$ cat config.mk
export PLATFORM = sky130hd
export DESIGN_NAME = source_text_tokenizer
export DESIGN_NICKNAME = d
export VERILOG_FILES = /design/src/hdl/stt_pkg.sv /design/src/hdl/stt_keyword.sv /design/src/hdl/source_text_tokenizer.sv
export SDC_FILE = /design/constraint.sdc
export NUM_CORES = 1
export LEC_CHECK = 0
export BUFFER_PORTS_ARGS = -buffer_cell sky130_fd_sc_hd__buf_2
export CAP_MARGIN = 30
export CELL_PAD_IN_SITES_DETAIL_PLACEMENT = 0
export CELL_PAD_IN_SITES_GLOBAL_PLACEMENT = 1
export CORE_UTILIZATION = 54
export DETAILED_ROUTE_END_ITERATION = 7
export PLACE_DENSITY = 0.91
export SYNTH_ARGS = -nofsm -noshare
export SYNTH_HDL_FRONTEND = slang
export SYNTH_SLANG_ARGS = --single-unit
$ cat constraint.sdc
create_clock -name clk -period 9.5 [get_ports clk]
set_input_delay 1.425 -clock clk [delete_from_list [all_inputs] [get_ports clk]]
set_output_delay 1.425 -clock clk [all_outputs]
set_load 0.05 [all_outputs]
$ cat src/hdl/stt_pkg.sv
// Types, codes and lookup functions shared by the tokenizer files.
package stt_pkg;

	localparam int KEYWORD_BYTES_DEF = 8;
	localparam int POSITION_BITS_DEF = 16;
	localparam int KW_COUNT = 18;
	localparam int KW_MAX_LEN = 8;

	// status codes
	localparam logic [2:0] ST_TOKEN        = 3'd0;
	localparam logic [2:0] ST_BAD_CHAR     = 3'd1;
	localparam logic [2:0] ST_EXTRA_DOT    = 3'd2;
	localparam logic [2:0] ST_OPEN_STRING  = 3'd3;
	localparam logic [2:0] ST_OPEN_COMMENT = 3'd4;
	localparam logic [2:0] ST_LONE_BANG    = 3'd5;

	// token kinds named outside the lookup functions
	localparam logic [5:0] K_IDENT  = 6'd0;
	localparam logic [5:0] K_INT    = 6'd13;
	localparam logic [5:0] K_REAL   = 6'd14;
	localparam logic [5:0] K_STRING = 6'd15;
	localparam logic [5:0] K_CHAR   = 6'd16;
	localparam logic [5:0] K_ASSIGN = 6'd45;
	localparam logic [5:0] K_EQ     = 6'd46;
	localparam logic [5:0] K_NE     = 6'd47;
	localparam logic [5:0] K_LAST   = 6'd47;

	typedef struct packed {
		logic [7:0] text_byte;
		logic       end_of_text;
	} text_t;

	typedef struct packed {
		logic [2:0]  status;
		logic [5:0]  token_kind;
		logic [15:0] line_number;
		logic [15:0] start_column;
		logic [15:0] token_length;
		logic        last_result;
	} token_t;

	typedef struct packed {
		logic [5:0] kind;
		logic       two;
	} pair_t;

	// keyword spellings, first letter in the highest used byte
	localparam logic [63:0] KW_TEXT [KW_COUNT] = '{
		64'("int"), 64'("string"), 64'("char"), 64'("real"), 64'("auto"),
		64'("bool"), 64'("return"), 64'("and"), 64'("or"), 64'("not"),
		64'("true"), 64'("while"), 64'("for"), 64'("if"), 64'("else"),
		64'("false"), 64'("break"), 64'("continue")
	};
	localparam logic [3:0] KW_LEN [KW_COUNT] = '{
		4'd3, 4'd6, 4'd4, 4'd4, 4'd4, 4'd4, 4'd6, 4'd3, 4'd2,
		4'd3, 4'd4, 4'd5, 4'd3, 4'd2, 4'd4, 4'd5, 4'd5, 4'd8
	};
	localparam logic [5:0] KW_KIND [KW_COUNT] = '{
		6'd1, 6'd1, 6'd1, 6'd1, 6'd1, 6'd1, 6'd2, 6'd3, 6'd4,
		6'd5, 6'd6, 6'd7, 6'd8, 6'd9, 6'd10, 6'd11, 6'd12, 6'd12
	};

	function automatic logic is_alpha(input logic [7:0] b);
		return (b >= "a" && b <= "z") || (b >= "A" && b <= "Z") || b == "_";
	endfunction

	function automatic logic is_digit(input logic [7:0] b);
		return b >= "0" && b <= "9";
	endfunction

	function automatic logic [5:0] single_kind(input logic [7:0] b);
		case (b)
			"(": return 6'd17;
			")": return 6'd18;
			"[": return 6'd19;
			"]": return 6'd20;
			"{": return 6'd21;
			"}": return 6'd22;
			".": return 6'd23;
			",": return 6'd24;
			":": return 6'd25;
			";": return 6'd26;
			default: return 6'd0;
		endcase
	endfunction

	function automatic logic [5:0] oper_base(input logic [7:0] b);
		case (b)
			"+": return 6'd27;
			"-": return 6'd30;
			"*": return 6'd33;
			"/": return 6'd36;
			"%": return 6'd39;
			">": return 6'd41;
			"<": return 6'd43;
			default: return 6'd0;
		endcase
	endfunction

	// kind of an operator given its first byte and the byte after it
	function automatic pair_t op_pair(input logic [7:0] p, input logic [7:0] b);
		logic [5:0] base;
		logic       arith;
		pair_t      r;
		base  = oper_base(p);
		arith = base >= 6'd27 && base <= 6'd36;
		r.two = 1'b1;
		if (b == "=") begin
			r.kind = arith ? base + 6'd2 : base + 6'd1;
		end else if (b == p) begin
			r.kind = arith ? base + 6'd1 : base;
		end else begin
			r.kind = base;
			r.two  = 1'b0;
		end
		return r;
	endfunction

endpackage

$ cat src/hdl/stt_keyword.sv
// Keyword lookup over the first bytes of an identifier.
module stt_keyword (
	input  logic [stt_pkg::KW_MAX_LEN-1:0][7:0] window,
	input  logic [4:0]                          len,
	input  logic                                len_ok,
	output logic [5:0]                          kind
);

	logic hit;
	int   pos;

	// compare against every keyword of the same length
	always_comb begin
		kind = stt_pkg::K_IDENT;
		for (int k = 0; k < stt_pkg::KW_COUNT; k++) begin
			hit = len_ok && (len == {1'b0, stt_pkg::KW_LEN[k]});
			for (int i = 0; i < stt_pkg::KW_MAX_LEN; i++) begin
				pos = int'(stt_pkg::KW_LEN[k]) - 1 - i;
				if (pos >= 0) begin
					if (window[i] != stt_pkg::KW_TEXT[k][pos*8 +: 8]) begin
						hit = 1'b0;
					end
				end
			end
			if (hit) begin
				kind = stt_pkg::KW_KIND[k];
			end
		end
	end

endmodule

$ cat src/hdl/source_text_tokenizer.sv
// Source text tokenizer: one byte in per beat, up to three token results out.
//
// Takes one text byte per cycle while text_ready is high and updates the scanner
// state in the same cycle; the results caused by a byte (none to three) are held
// in a three-entry result stage and leave one per cycle while token_ready is high.
// A byte that causes more than one result holds the input, as text_ready drops
// until the last of them is being taken. After an error result the block accepts
// and drops every byte until arst_n is applied.
module source_text_tokenizer #(
	parameter int KEYWORD_BYTES = stt_pkg::KEYWORD_BYTES_DEF,
	parameter int POSITION_BITS = stt_pkg::POSITION_BITS_DEF
) (
	input  logic            clk,
	input  logic            arst_n,
	input  logic            text_valid,
	output logic            text_ready,
	input  stt_pkg::text_t  text,
	output logic            token_valid,
	input  logic            token_ready,
	output stt_pkg::token_t token
);

	localparam int PB = POSITION_BITS;
	localparam int KI = (KEYWORD_BYTES > 1) ? $clog2(KEYWORD_BYTES) : 1;
	localparam logic [PB-1:0] POS_MAX = '1;

	typedef enum logic [3:0] {
		M_IDLE, M_IDENT, M_INT, M_FRAC, M_OPER, M_EQUAL, M_BANG,
		M_BSLASH, M_LINE, M_BLOCK, M_BLOCK_BS, M_STRING
	} mode_t;

	mode_t           mode_q, mode_n;
	logic [PB-1:0]   line_q, line_n, col_q, col_n, tstart_q, tstart_n, tbytes_q, tbytes_n;
	logic [7:0]      pend_q, pend_n, quote_q, quote_n;
	logic            halt_q, halt_n;
	logic [7:0]      win_q [KEYWORD_BYTES];
	logic            win_we;
	logic [KI-1:0]   win_idx;
	logic [stt_pkg::KW_MAX_LEN-1:0][7:0] win_cur, win_ext;
	logic [PB-1:0]   tbytes_inc;
	logic [5:0]      kw_cur, kw_fin;
	stt_pkg::token_t res [3];
	stt_pkg::token_t res_s1 [3];
	logic [1:0]      nres, cnt_s1;
	logic            again, take, give;
	logic [7:0]      b;
	stt_pkg::pair_t  pr;

	function automatic logic [PB-1:0] sat_inc(input logic [PB-1:0] v);
		return (v != POS_MAX) ? v + PB'(1) : v;
	endfunction

	function automatic stt_pkg::token_t mk(input logic [2:0] st, input logic [5:0] k,
		input logic [PB-1:0] ln, input logic [PB-1:0] cl, input logic [PB-1:0] len);
		stt_pkg::token_t r;
		r.status       = st;
		r.token_kind   = k;
		r.line_number  = 16'(ln);
		r.start_column = 16'(cl);
		r.token_length = 16'(len);
		r.last_result  = 1'b0;
		return r;
	endfunction

	assign b          = text.text_byte;
	assign take       = text_valid && text_ready;
	assign give       = token_valid && token_ready;
	assign text_ready = (cnt_s1 == 2'd0) || (cnt_s1 == 2'd1 && token_ready);
	assign token_valid = cnt_s1 != 2'd0;
	assign token      = res_s1[0];
	assign tbytes_inc = sat_inc(tbytes_q);

	// present the stored window, and the window with this byte appended
	always_comb begin
		for (int i = 0; i < stt_pkg::KW_MAX_LEN; i++) begin
			win_cur[i] = win_q[i];
			win_ext[i] = win_q[i];
			if (tbytes_q == PB'(i)) begin
				win_ext[i] = b;
			end
		end
	end

	stt_keyword u_kw_cur (
		.window (win_cur),
		.len    (tbytes_q[4:0]),
		.len_ok (tbytes_q <= PB'(KEYWORD_BYTES)),
		.kind   (kw_cur)
	);

	stt_keyword u_kw_fin (
		.window (win_ext),
		.len    (tbytes_inc[4:0]),
		.len_ok (tbytes_inc <= PB'(KEYWORD_BYTES)),
		.kind   (kw_fin)
	);

	// scan one byte: next state and the results it causes
	always_comb begin
		mode_n   = mode_q;
		line_n   = line_q;
		col_n    = col_q;
		tstart_n = tstart_q;
		tbytes_n = tbytes_q;
		pend_n   = pend_q;
		quote_n  = quote_q;
		halt_n   = halt_q;
		win_we   = 1'b0;
		win_idx  = tbytes_q[KI-1:0];
		nres     = 2'd0;
		again    = 1'b0;
		pr       = stt_pkg::op_pair(pend_q, b);
		for (int i = 0; i < 3; i++) begin
			res[i] = mk(stt_pkg::ST_TOKEN, stt_pkg::K_IDENT, '0, '0, '0);
		end
		if (!halt_q) begin
			case (mode_q)
				M_IDENT: begin
					if (stt_pkg::is_alpha(b) || stt_pkg::is_digit(b)) begin
						win_we   = tbytes_q < PB'(KEYWORD_BYTES);
						tbytes_n = tbytes_inc;
					end else begin
						res[nres] = mk(stt_pkg::ST_TOKEN, kw_cur, line_q, tstart_q, tbytes_q);
						nres = nres + 2'd1;
						again = 1'b1;
					end
				end
				M_INT: begin
					if (stt_pkg::is_digit(b)) begin
						tbytes_n = tbytes_inc;
					end else if (b == ".") begin
						tbytes_n = tbytes_inc;
						mode_n   = M_FRAC;
					end else begin
						res[nres] = mk(stt_pkg::ST_TOKEN, stt_pkg::K_INT, line_q, tstart_q,
							tbytes_q);
						nres = nres + 2'd1;
						again = 1'b1;
					end
				end
				M_FRAC: begin
					if (stt_pkg::is_digit(b)) begin
						tbytes_n = tbytes_inc;
					end else if (b == ".") begin
						res[nres] = mk(stt_pkg::ST_EXTRA_DOT, stt_pkg::K_IDENT, line_q, col_q, '0);
						nres = nres + 2'd1;
						halt_n = 1'b1;
					end else begin
						res[nres] = mk(stt_pkg::ST_TOKEN, stt_pkg::K_REAL, line_q, tstart_q,
							tbytes_q);
						nres = nres + 2'd1;
						again = 1'b1;
					end
				end
				M_OPER: begin
					res[nres] = mk(stt_pkg::ST_TOKEN, pr.kind, line_q, tstart_q,
						pr.two ? PB'(2) : PB'(1));
					nres = nres + 2'd1;
					if (pr.two) begin
						mode_n = M_IDLE;
					end else begin
						again = 1'b1;
					end
				end
				M_EQUAL: begin
					if (b == "=") begin
						res[nres] = mk(stt_pkg::ST_TOKEN, stt_pkg::K_EQ, line_q, tstart_q, PB'(2));
						mode_n = M_IDLE;
					end else begin
						res[nres] = mk(stt_pkg::ST_TOKEN, stt_pkg::K_ASSIGN, line_q, tstart_q,
							PB'(1));
						again = 1'b1;
					end
					nres = nres + 2'd1;
				end
				M_BANG: begin
					if (b == "=") begin
						res[nres] = mk(stt_pkg::ST_TOKEN, stt_pkg::K_NE, line_q, tstart_q, PB'(2));
						mode_n = M_IDLE;
					end else begin
						res[nres] = mk(stt_pkg::ST_LONE_BANG, stt_pkg::K_IDENT, line_q, tstart_q,
							'0);
						halt_n = 1'b1;
					end
					nres = nres + 2'd1;
				end
				M_BSLASH: begin
					if (b == "(") begin
						mode_n = M_BLOCK;
					end else if (b == "\n") begin
						mode_n = M_IDLE;
					end else begin
						mode_n = M_LINE;
					end
				end
				M_LINE: begin
					if (b == "\n") begin
						mode_n = M_IDLE;
					end
				end
				M_BLOCK: begin
					if (b == "\\") begin
						mode_n = M_BLOCK_BS;
					end
				end
				M_BLOCK_BS: begin
					if (b == ")") begin
						mode_n = M_IDLE;
					end else if (b != "\\") begin
						mode_n = M_BLOCK;
					end
				end
				M_STRING: begin
					if (b == quote_q) begin
						res[nres] = mk(stt_pkg::ST_TOKEN,
							(quote_q == "\"") ? stt_pkg::K_STRING : stt_pkg::K_CHAR,
							line_q, tstart_q, tbytes_q);
						nres = nres + 2'd1;
						mode_n = M_IDLE;
					end else if (b == "\n") begin
						res[nres] = mk(stt_pkg::ST_OPEN_STRING, stt_pkg::K_IDENT, line_q,
							tstart_q, '0);
						nres = nres + 2'd1;
						halt_n = 1'b1;
					end else begin
						tbytes_n = tbytes_inc;
					end
				end
				default: begin
					again = 1'b1;
				end
			endcase

			// start whatever this byte opens between tokens
			if (again && !halt_n) begin
				mode_n = M_IDLE;
				if (stt_pkg::is_alpha(b)) begin
					mode_n   = M_IDENT;
					tstart_n = col_q;
					win_we   = 1'b1;
					win_idx  = '0;
					tbytes_n = PB'(1);
				end else if (stt_pkg::is_digit(b)) begin
					mode_n   = M_INT;
					tstart_n = col_q;
					tbytes_n = PB'(1);
				end else if (stt_pkg::single_kind(b) != 6'd0) begin
					res[nres] = mk(stt_pkg::ST_TOKEN, stt_pkg::single_kind(b), line_q, col_q,
						PB'(1));
					nres = nres + 2'd1;
				end else if (b == "\\") begin
					mode_n = M_BSLASH;
				end else if (stt_pkg::oper_base(b) != 6'd0) begin
					mode_n   = M_OPER;
					tstart_n = col_q;
					tbytes_n = '0;
					pend_n   = b;
				end else if (b == "=") begin
					mode_n   = M_EQUAL;
					tstart_n = col_q;
					tbytes_n = '0;
				end else if (b == "!") begin
					mode_n   = M_BANG;
					tstart_n = col_q;
					tbytes_n = '0;
				end else if (b == "\"" || b == "'") begin
					mode_n   = M_STRING;
					tstart_n = col_q;
					tbytes_n = '0;
					quote_n  = b;
				end else if (b == " " || b == "\t" || b == "\n") begin
					mode_n = M_IDLE;
				end else begin
					res[nres] = mk(stt_pkg::ST_BAD_CHAR, stt_pkg::K_IDENT, line_q, col_q, '0);
					nres = nres + 2'd1;
					halt_n = 1'b1;
				end
			end

			// close the pending token at end of text
			if (!halt_n && text.end_of_text) begin
				pr = stt_pkg::op_pair(pend_n, " ");
				case (mode_n)
					M_IDENT: begin
						res[nres] = mk(stt_pkg::ST_TOKEN,
							(mode_q == M_IDENT) ? kw_fin : stt_pkg::K_IDENT,
							line_q, tstart_n, tbytes_n);
						nres = nres + 2'd1;
					end
					M_INT: begin
						res[nres] = mk(stt_pkg::ST_TOKEN, stt_pkg::K_INT, line_q, tstart_n,
							tbytes_n);
						nres = nres + 2'd1;
					end
					M_FRAC: begin
						res[nres] = mk(stt_pkg::ST_TOKEN, stt_pkg::K_REAL, line_q, tstart_n,
							tbytes_n);
						nres = nres + 2'd1;
					end
					M_OPER: begin
						res[nres] = mk(stt_pkg::ST_TOKEN, pr.kind, line_q, tstart_n, PB'(1));
						nres = nres + 2'd1;
					end
					M_EQUAL: begin
						res[nres] = mk(stt_pkg::ST_TOKEN, stt_pkg::K_ASSIGN, line_q, tstart_n,
							PB'(1));
						nres = nres + 2'd1;
					end
					M_BANG: begin
						res[nres] = mk(stt_pkg::ST_LONE_BANG, stt_pkg::K_IDENT, line_q,
							tstart_n, '0);
						nres = nres + 2'd1;
						halt_n = 1'b1;
					end
					M_BLOCK, M_BLOCK_BS: begin
						res[nres] = mk(stt_pkg::ST_OPEN_COMMENT, stt_pkg::K_IDENT, line_q,
							col_q, '0);
						nres = nres + 2'd1;
						halt_n = 1'b1;
					end
					M_STRING: begin
						res[nres] = mk(stt_pkg::ST_OPEN_STRING, stt_pkg::K_IDENT, line_q,
							tstart_n, '0);
						nres = nres + 2'd1;
						halt_n = 1'b1;
					end
					default: begin
						nres = nres;
					end
				endcase
				if (!halt_n) begin
					mode_n   = M_IDLE;
					line_n   = PB'(1);
					col_n    = '0;
					tbytes_n = '0;
					pend_n   = '0;
				end
			end else if (!halt_n) begin
				// advance the position
				if (b == "\n") begin
					line_n = sat_inc(line_q);
					col_n  = '0;
				end else begin
					col_n = sat_inc(col_q);
				end
			end

			// mark the last result of this byte
			if (nres != 2'd0) begin
				res[nres - 2'd1].last_result = 1'b1;
			end
		end
	end

	// hold scanner state, advance on each accepted beat
	always_ff @(posedge clk or negedge arst_n) begin
		if (!arst_n) begin
			mode_q   <= M_IDLE;
			line_q   <= PB'(1);
			col_q    <= '0;
			tstart_q <= '0;
			tbytes_q <= '0;
			pend_q   <= '0;
			quote_q  <= '0;
			halt_q   <= 1'b0;
		end else if (take) begin
			mode_q   <= mode_n;
			line_q   <= line_n;
			col_q    <= col_n;
			tstart_q <= tstart_n;
			tbytes_q <= tbytes_n;
			pend_q   <= pend_n;
			quote_q  <= quote_n;
			halt_q   <= halt_n;
		end
	end

	// keyword window: first bytes of the current identifier
	always_ff @(posedge clk) begin
		if (take && win_we) begin
			win_q[win_idx] <= b;
		end
	end

	// result stage: load a byte's results, drop one per taken beat
	always_ff @(posedge clk or negedge arst_n) begin
		if (!arst_n) begin
			cnt_s1 <= 2'd0;
		end else if (take) begin
			cnt_s1 <= nres;
		end else if (give) begin
			cnt_s1 <= cnt_s1 - 2'd1;
		end
	end

	always_ff @(posedge clk) begin
		if (take) begin
			res_s1 <= res;
		end else if (give) begin
			res_s1[0] <= res_s1[1];
			res_s1[1] <= res_s1[2];
		end
	end

endmodule

==> impl_metrics.yaml, run 1 <==
drt:
  dr.pass1.iters: 6
  wl_per_cell_um: 25.1
  vias: 17800
  routed_wirelength_mm: 66.1
  drtIter0Drc: 1957
  drc: 0
  ant_nets: 0
  via_per_inst: 6.76
clocking:
  htreeDepth: 2
  cts_setup_buffers: 0
  clkTransAtPathRegs_ps: 60
  clock_latency_ps: 560
  clock-sinks: 325
  cts-root-buf: "clkbuf_16"
  numCtsBuffers: 36
  cts.repair.resized: 0
  cts_max_path_buffers: 3
  cts_tree: "built"
  hold_buffers: 0
synth:
  yosysSeqAreaShare_pct: 43.9
  ys.flop_type: "edfxtp_1"
  syn_inst: 2162
  synth_nets: 2190
  synth_area_sq_mm: 0.0213
  yosysWarningCount: 0
  postSynthAreaPerCell_sq_um: 9.84
  ys_seq_elements: 325
  synth-async-reset-ratio_pct: 26.8
  synth-edff-count: 238
  yosys.cell_types.count: 122
worst_setup_path:
  max_stage_delay_ps: 600
  critical-path-top-delay-family: "simple AND/OR/NAND/NOR gates"
  path_class: "input port to register"
  start_kind: "input port"
  path_buf_inv: 3
  crit_path_end_kind: "register"
  arrival_ps: 6710
  cp_slowest_cell: "o21ai_0"
  critPathMaxFanout: 34
  cp_cell_sequence: "buf_2, nor2b_1, nand3_2, and3_1, a21boi_1, nor3_1, and3_1, or2_2, inv_1, ha_1, nand3_2, buf_4, o21ai_0, o21ai_0"
  critPathRequiredTime_ps: 9760
run:
  cap_violations: 0
die:
  rows: 72
  die_y_um: 200
  core-area_sq_mm: 0.0387
  dieArea_sq_mm: 0.0402
  ios: 73
  die_width_um: 200
  initial_core_util_pct: 54.9
finish:
  post-route-util_pct: 57.9
  areaGrowthSynthToFinish_pct: 5.44
  nFillCells: 3257
  multi_input_area_sq_mm: 0.0105
  drive_above_1_share_pct: 15.1
  fin_area_sq_mm: 0.0224
  nNetsFinal: 2112
  antenna_cells: 0
  seqCellArea_sq_mm: 0.00933
global_route:
  track_usage_pct: 32.8
  antenna_found_initial: 0
  grt_max_degree: 85
  grt_remaining_overflow: 0
  grt_pass1_wl_mm: 103
  grt_pass1_vias: 17100
power:
  p_switching_mw: 3.07
  seqPwrFrac_pct: 32.5
  p_comb_share_pct: 46.7
  p_total_mw: 6.68
  p_clk_share_pct: 20.8
  p_per_area_mw_per_mm2: 298
  switching_share_pct: 46.0
  p_leak_nw: 8.02
  internal_power_mw: 3.61
  vdd_drop_max_v: 0.000176
place:
  dpl.hpwl_mm: 46.7
  place_congestion: 0.987
  post_dp_cell_area_sq_mm: 0.0212
  io_buffers: 72
timing:
  finalCriticalPeriod_ps: 6440
  holdWs_ps: 493
  setup_viol: 0
  finalCritPeriodShare_pct: 67.8
  setup_tns_ps: 0
  max_slew_margin_pct: 29.5
  worst_pin_slew_ps: 1060
  fmax_mhz: 155
  finalHoldViolCount: 0
  skew_ps: 20.7
  rsz0062_at_grt: "no"
  final_max_slew_viol_count: 0
worst_hold_path:
  hold_path_class: "register to register"
status:
  outcome: "complete, no violations"
## flip-flops by register name, summed over array words and instances (netlist names)
register and flops:
res_s1 116, tbytes_q 16, tstart_q 16, line_q 16
quote_q 8, col_q 16, cnt_s1 2, halt_q 1
token 58, pend_q 8, mode_q 4, win_q 64
## cells by family after synthesis
logic type	after synthesis	synth area share, %
AND/OR/NAND/NOR	893	23.4
AO/OA/AOI/OAI	558	19.7
flip-flops	325	43.9
buffers and inverters	255	6.81
multiplexers	64	3.19
XOR/XNOR	52	2.18
adder cells (fa/ha/maj)	15	0.883
## worst paths after layout
check                                       from                     end  slack, ps  cells past startpoint
min reg2reg                cnt_s1[1]$_DFFE_PN0P_   cnt_s1[1]$_DFFE_PN0P_        490                      1
min in group asynchronous                 arst_n  line_q[11]$_DFFE_PN0P_        780                      1
max reg2reg                mode_q[0]$_DFFE_PN0P_     token[14]$_DFFE_PP_       4060                     15
max in group asynchronous                 arst_n   col_q[14]$_DFFE_PN0P_       7520                      2
min                        cnt_s1[1]$_DFFE_PN0P_   cnt_s1[1]$_DFFE_PN0P_        490                      1
max                                      text[1]     token[14]$_DFFE_PP_       3060                     14
## metrics by stage
| stage | worst slack, ps | cells |
|---|---|---|
| after floorplan | 4400 | 2162 |
| after global placement | 2890 | 2559 |
| after detailed placement | 2660 | 2562 |
| after CTS | 3210 | 2627 |
| after global routing | 2840 | 2629 |
| final | 3060 | 2629 |
## routing by layer
metal  wire length, um  track usage, %
met1             28100            47.3
met2             29300            49.9
met3              6730            6.98
met4              1920            9.13
met5                 0               0
## power groups by stage
stage / Combinational [mW] / Clock, mW / Sequential (mW)
after floorplan: 2.56 / 0 / 2.04
after global placement: 2.99 / 0 / 2.18
after detailed placement: 3.04 / 0 / 2.19
after CTS: 3.05 / 1.40 / 2.17
after global routing: 3.32 / 1.46 / 2.20
final: 3.12 / 1.39 / 2.17
## Yosys cell counts, drive strengths merged, types with 28 or more instances
cell type | instances | area, sq um
nand2 | 242 | 913
xnor2 | 28 | 253
o31ai | 46 | 414
buf | 118 | 840
nor4 | 39 | 359
and2 | 38 | 243
dfrtp | 86 | 2150
nor2 | 166 | 656
edfxtp | 238 | 7150
a21oi | 92 | 502
o21ai | 130 | 666
nand3 | 71 | 365
inv | 33 | 124
mux2i | 37 | 370
nor3 | 59 | 348
a221oi | 49 | 579
nand4 | 50 | 334
clkbuf | 103 | 477
a22o | 52 | 455
a31oi | 28 | 175
nand2b | 35 | 219
and3 | 29 | 183
## cell usage in the layout, fill, tap and decap left out, types with 18 or more instances in the layout
cell         n
nand2_1    239
edfxtp_1   238
nor2_1     157
o21ai_0    115
dfrtp_1     86
a21oi_1     85
buf_2       74
nand3_1     69
a22o_1      52
nor3_1      50
nand4_1     48
clkbuf_16   39
mux2i_1     37
and2_1      35
nand2b_1    34
o31ai_1     34
inv_1       30
buf_4       30
nor4_1      29
and3_1      28
a31oi_1     28
nor2b_1     27
xnor2_1     27
a221oi_1    25
mux2_2      25
xor2_1      24
a221oi_2    24
a22oi_1     18
## cell type report
type / count / area share (%)
Clock buffer: 49 / 4.56
Clock inverter: 16 / 0.675
Inverter: 33 / 0.552
Multi-Input combinational cell: 1582 / 46.9
Sequential cell: 325 / 41.6
Tap cell: 518 / 2.89
Timing Repair Buffer: 106 / 2.81
(Power assumes the default switching activity.)
==> run 2, diff against run 1 <==
--- a/config.mk
+++ b/config.mk
@@ -9,9 +9,9 @@
 export CAP_MARGIN = 30
 export CELL_PAD_IN_SITES_DETAIL_PLACEMENT = 0
 export CELL_PAD_IN_SITES_GLOBAL_PLACEMENT = 1
-export CORE_UTILIZATION = 54
+export CORE_UTILIZATION = 45
 export DETAILED_ROUTE_END_ITERATION = 7
-export PLACE_DENSITY = 0.91
+export PLACE_DENSITY = 0.82
 export SYNTH_ARGS = -nofsm -noshare
 export SYNTH_HDL_FRONTEND = slang
 export SYNTH_SLANG_ARGS = --single-unit
==> constraint.sdc (replaced) <==
create_clock -name clk -period 5.4 [get_ports clk]
set_input_delay 0.81 -clock clk [delete_from_list [all_inputs] [get_ports clk]]
set_output_delay 0.81 -clock clk [all_outputs]
set_load 0.05 [all_outputs]
==> impl_metrics.yaml, run 2 (synthesis results as in run 1) <==
status:
  outcome: "complete, no violations"
timing:
  finalCritPeriodShare_pct: 87.2
  finalCriticalPeriod_ps: 4710
  max_slew_margin_pct: 31.7
  worst_pin_slew_ps: 1020
  final_max_slew_viol_count: 0
  setup_tns_ps: 0
  skew_ps: 21.4
  setup_viol: 0
  finalHoldViolCount: 0
  fmax_mhz: 212
  rsz0062_at_grt: "no"
worst_setup_path:
  path_class: "register to register"
  crit_path_end_kind: "register"
  critPathRequiredTime_ps: 5810
  critical-path-top-delay-family: "simple AND/OR/NAND/NOR gates"
  path_buf_inv: 2
  arrival_ps: 5120
  r2r-end: "token[50]$_DFFE_PP_"
  start_kind: "register"
  reg2regPathDepth: 12
  rr_startpoint: "tbytes_q[0]$_DFFE_PN0P_"
  cp_cell_sequence: "inv_1, ha_1, and3b_1, nand4_1, or4_1, o41ai_1, a21oi_1, a31oi_1, nor4_1, buf_4, nor4_1, a211o_1"
  cp_slowest_cell: "or4_1"
  reg2reg_setup_slack_ps: 690
  max_stage_delay_ps: 770
  critPathMaxFanout: 10
  cp_num_cells: 12
  crit_top_cell: "nor4_1"
clocking:
  cts.repair.resized: 0
  cts_setup_buffers: 0
  clock_latency_ps: 560
  hold_buffers: 0
  clkTransAtPathRegs_ps: 70
  htreeDepth: 2
  cts_max_path_buffers: 3
  clock-sinks: 325
  cts-root-buf: "clkbuf_16"
  numCtsBuffers: 37
  cts_tree: "built"
power:
  vdd_drop_max_v: 0.000342
  p_comb_share_pct: 48.5
  p_clk_share_pct: 21.1
  internal_power_mw: 6.63
  seqPwrFrac_pct: 30.4
  switching_share_pct: 45.8
  p_per_area_mw_per_mm2: 527
  p_leak_nw: 8.46
  p_switching_mw: 5.60
place:
  post_dp_cell_area_sq_mm: 0.0220
  place_congestion: 1.01
  dpl.hpwl_mm: 50.4
  io_buffers: 72
die:
  rows: 79
  die_y_um: 219
  die_width_um: 219
  core-area_sq_mm: 0.0466
  dieArea_sq_mm: 0.0481
  ios: 73
  initial_core_util_pct: 45.7
run:
  cap_violations: 0
drt:
  wl_per_cell_um: 24.8
  drc: 0
  ant_nets: 0
  dr.pass1.iters: 5
  vias: 18100
  routed_wirelength_mm: 69.5
  drtIter0Drc: 2246
  via_per_inst: 6.48
global_route:
  track_usage_pct: 29.0
  antenna_found_initial: 0
  grt_pass1_vias: 17200
  grt_remaining_overflow: 0
  grt_pass1_wl_mm: 107
  grt_max_degree: 121
finish:
  drive_above_1_share_pct: 18.4
  fin_area_sq_mm: 0.0232
  antenna_cells: 0
  largest_register_ffs: 116
  layout_common_cells: "nand2_1, edfxtp_1, nor2_1"
  nNetsFinal: 2193
  areaGrowthSynthToFinish_pct: 9.18
  mostFrequentLayoutCell: "nand2_1"
  regMostFlops: "res_s1"
worst_hold_path:
  hold_path_class: "input port to asynchronous set/reset pin"
## run 2: cell types whose count changed in the layout (fill, tap and decap cells not counted), sizes merged
| cell | change |
|---|---|
| inv | +4 |
| clkinv | -2 |
| bufinv | +2 |
| buf | +81 |
| clkinvlp | -2 |
## run 2: through the flow
| stage | worst slack [ps] | util (%) | hold WS (ps) | instances | power (mW) |
|---|---|---|---|---|---|
| floorplan | 911 | - | 464 | 2162 | 8.09 |
| global placement | 401 | 47.2 | 474 | 2732 | 9.50 |
| detailed placement | 256 | 47.2 | 489 | 2733 | 9.57 |
| CTS | 821 | 49.9 | 254 | 2801 | 12.2 |
| global route | 477 | 49.9 | 277 | 2801 | 12.8 |
| finish | 691 | 49.9 | 260 | 2801 | 12.2 |
## run 2: metal layers
layer / global-route usage (%) / part of all wire (%)
met1: 42.5 / 44
met5: 0 / 0
met4: 7.89 / 2.5
met2: 43.6 / 44
met3: 4.99 / 8.6
## run 2: worst max-delay path by stage
stage / from / to / slack (ps)
2_1_floorplan: text[8] / token[2]$_DFFE_PP_ / 910
3_3_place_gp: text[3] / token[8]$_DFFE_PP_ / 400
3_5_place_dp: text[2] / token[16]$_DFFE_PP_ / 260
4_1_cts: text[2] / token[16]$_DFFE_PP_ / 820
5_1_grt: text[2] / token[8]$_DFFE_PP_ / 480
6_report: tbytes_q[0]$_DFFE_PN0P_ / token[50]$_DFFE_PP_ / 690
## run 2: cell type report
| cell class | count | area (sq um) |
|---|---|---|
| Timing Repair Buffer | 186 | 1240 |
| Clock inverter | 18 | 225 |
| Multi-Input combinational cell | 1582 | 10500 |
| Inverter | 33 | 124 |
| Tap cell | 607 | 759 |
| Sequential cell | 325 | 9330 |
| Fill cell | 4244 | 23300 |
| Clock buffer | 50 | 1000 |
## run 2: power by group through the flow
stage	sequential [mW]	combinational [mW]	clock, mW
detailed placement	3.76	5.81	0
CTS	3.72	5.84	2.62
finish	3.71	5.94	2.58
floorplan	3.59	4.51	0
global route	3.78	6.33	2.71
global placement	3.75	5.76	0
==> run 3, diff against run 2 <==
--- a/config.mk
+++ b/config.mk
@@ -5,13 +5,15 @@
 export SDC_FILE = /design/constraint.sdc
 export NUM_CORES = 1
 export LEC_CHECK = 0
-export BUFFER_PORTS_ARGS = -buffer_cell sky130_fd_sc_hd__buf_2
 export CAP_MARGIN = 30
 export CELL_PAD_IN_SITES_DETAIL_PLACEMENT = 0
 export CELL_PAD_IN_SITES_GLOBAL_PLACEMENT = 1
-export CORE_UTILIZATION = 45
+export CORE_MARGIN = 2
+export CORE_UTILIZATION = 47
 export DETAILED_ROUTE_END_ITERATION = 7
-export PLACE_DENSITY = 0.82
+export DONT_BUFFER_PORTS = 1
+export PLACE_DENSITY = 0.83
 export SYNTH_ARGS = -nofsm -noshare
 export SYNTH_HDL_FRONTEND = slang
+export SYNTH_HIERARCHICAL = 1
 export SYNTH_SLANG_ARGS = --single-unit
==> impl_metrics.yaml, run 3 <==
power:
  vdd_drop_max_v: 0.000520
  p_per_area_mw_per_mm2: 498
  p_leak_nw: 7.82
timing:
  worst_pin_slew_ps: 1050
  fmax_mhz: 194
  finalCriticalPeriod_ps: 5170
  finalHoldViolCount: 0
  setup_viol: 0
  max_slew_margin_pct: 29.2
  final_max_slew_viol_count: 0
  finalCritPeriodShare_pct: 95.7
  setup_tns_ps: 0
  rsz0062_at_grt: "no"
  holdWs_ps: 76.3
  skew_ps: 34.4
synth:
  yosysTopAreaCell: "edfxtp_1"
  yosysWarningCount: 6
  ys.flop_type: "edfxtp_1"
  synth_most_common_cell: "edfxtp_1"
  synth-async-reset-ratio_pct: 26.8
  synth_area_leaders: "edfxtp_1, dfrtp_1, mux2_2"
  ys_seq_elements: 325
  syn_inst: 2077
  postSynthAreaPerCell_sq_um: 9.92
  yosysSeqAreaShare_pct: 45.2
  synth_area_sq_mm: 0.0206
  yosys.cell_types.count: 102
  netlist_top_cells_count: "edfxtp_1, nand2_1, nor2_1, clkbuf_1, o21ai_0"
  synth-edff-count: 238
  yosysTopAreaCellShare_pct: 34.7
clocking:
  cts_max_path_buffers: 3
  numCtsBuffers: 37
  clkTransAtPathRegs_ps: 60
  clock_latency_ps: 580
  cts_tree: "built"
  cts-root-buf: "clkbuf_16"
  clock-sinks: 325
  htreeDepth: 2
  cts_setup_buffers: 0
die:
  die_width_um: 213
  initial_core_util_pct: 47.7
  die_y_um: 213
  core-area_sq_mm: 0.0432
  dieArea_sq_mm: 0.0455
  rows: 76
  ios: 73
worst_setup_path:
  path_class: "register to register"
  cp_slowest_cell: "or4_1"
  cp_cell_sequence: "ha_1, and3_1, nand4_1, or3_1, and3_1, nand2_1, xnor2_1, nor4b_2, nor3b_1, nand4_1, or4_1, o22ai_1, or4_1, nand2_1, a21oi_1, o21ai_0, a32oi_1"
  critPathRequiredTime_ps: 5720
  crit_path_end_kind: "register"
  max_stage_delay_ps: 640
  critPathMaxFanout: 6
  arrival_ps: 5490
  start_kind: "register"
finish:
  drive_above_1_share_pct: 13.4
  regMostFlops: "res_s1"
  nNetsFinal: 2017
  areaGrowthSynthToFinish_pct: 7.37
  post-route-util_pct: 51.3
  layout_common_cells: "edfxtp_1, nand2_1, nor2_1"
  mostFrequentLayoutCell: "edfxtp_1"
  largest_register_ffs: 116
  nFillCells: 3913
drt:
  via_per_inst: 6.59
  drc: 0
  dr.pass1.iters: 6
  ant_nets: 0
  drtIter0Drc: 2028
  routed_wirelength_mm: 65.3
  wl_per_cell_um: 25.1
  vias: 17200
worst_hold_path:
  hold_path_class: "input port to asynchronous set/reset pin"
global_route:
  grt_pass1_vias: 16200
  grt_remaining_overflow: 0
  antenna_found_initial: 1
  track_usage_pct: 28.9
  grt_max_degree: 87
  grt_pass1_wl_mm: 101
run:
  cap_violations: 0
place:
  io_buffers: 0
  place_congestion: 0.955
  dpl.hpwl_mm: 45.9
status:
  outcome: "complete, no violations"
[run 3: worst paths after layout]
kind | startpoint | end | slack (ps) | cells past startpoint
max | tbytes_q[1]$_DFFE_PN0P_ | token[52]$_DFFE_PP_ | 230 | 17
min | arst_n | line_q[0]$_DFFE_PN1P_ | 80 | 0
max reg2reg | tbytes_q[1]$_DFFE_PN0P_ | token[52]$_DFFE_PP_ | 230 | 17
min reg2reg | res_s1[84]$_DFFE_PP_ | token[26]$_DFFE_PP_ | 500 | 2
max in group asynchronous | arst_n | quote_q[7]$_DFFE_PN0P_ | 4840 | 1
min in group clk | text[2] | win_q[2][1]$_DFFE_PP_ | 330 | 0
[run 3: cells by family after synthesis]
group           after synthesis  synth area share, %
compound gates              507                 18.0
xor+xnor                     52                 2.21
fa+ha+maj                    15                0.911
buf+inv                     232                 5.77
flops                       325                 45.2
mux                          80                 4.35
other cells                   2               0.0364
simple gates                864                 23.5
[run 3: report_power, final]
| group | total [mW] | leakage (nW) | internal [mW] | switching, mW |
|---|---|---|---|---|
| Combinational | 4.25 | 3.76 | 1.30 | 2.96 |
| Sequential | 4.24 | 3.48 | 3.35 | 0.896 |
| Clock | 2.52 | 0.584 | 1.45 | 1.07 |
| Total | 11.0 | 7.82 | 6.10 | 4.92 |
[run 3: through the flow]
| step | instance area, sq um | power [mW] | worst slack [ps] | cells |
|---|---|---|---|---|
| floorplan | 20600 | 7.13 | 909 | 2079 |
| global placement | 20900 | 8.37 | 226 | 2534 |
| detailed placement | 20900 | 8.41 | 234 | 2534 |
| CTS | 22100 | 11.0 | 260 | 2602 |
| global route | 22100 | 11.5 | 91.2 | 2602 |
| finish | 22100 | 11.0 | 234 | 2603 |
[run 3: area by class of cell]
class                      count  area (sq um)  share of cell area [%]
clock buffer                  47           983                    4.44
timing repair buffer          72           586                    2.65
antenna                        1          2.50                  0.0113
inverter                      31           116                   0.526
multi-input combinational   1522         10200                    45.9
clock inverter                20           233                    1.05
sequential                   325          9330                    42.1
tap                          585           732                    3.31
[run 3: critical path, delay by kind of cell, from the launching register on]
kind                     cells  cell delay (ps)
AND/OR/NAND/NOR             11             3220
adder cells (fa/ha/maj)      1              330
AO/OA/AOI/OAI                4              870
flip-flops                   1              360
XOR/XNOR                     1              120
[run 3: what timing repair did]
action	4_1_cts	5_1_grt
hold buffers	1	0
setup endpoints to repair	0	1
resized for setup	0	1
hold endpoints to repair	86	0
[run 3: per-layer routing]
layer / GRT usage, % / part of all wire (%) / vias to the layer above
met5: 0 / 0.018 / -
met1: 43.0 / 45 / 8508
li1: - / - / 7730
met2: 42.4 / 44 / 827
met3: 5.84 / 8.9 / 99
met4: 8.41 / 2.3 / 2
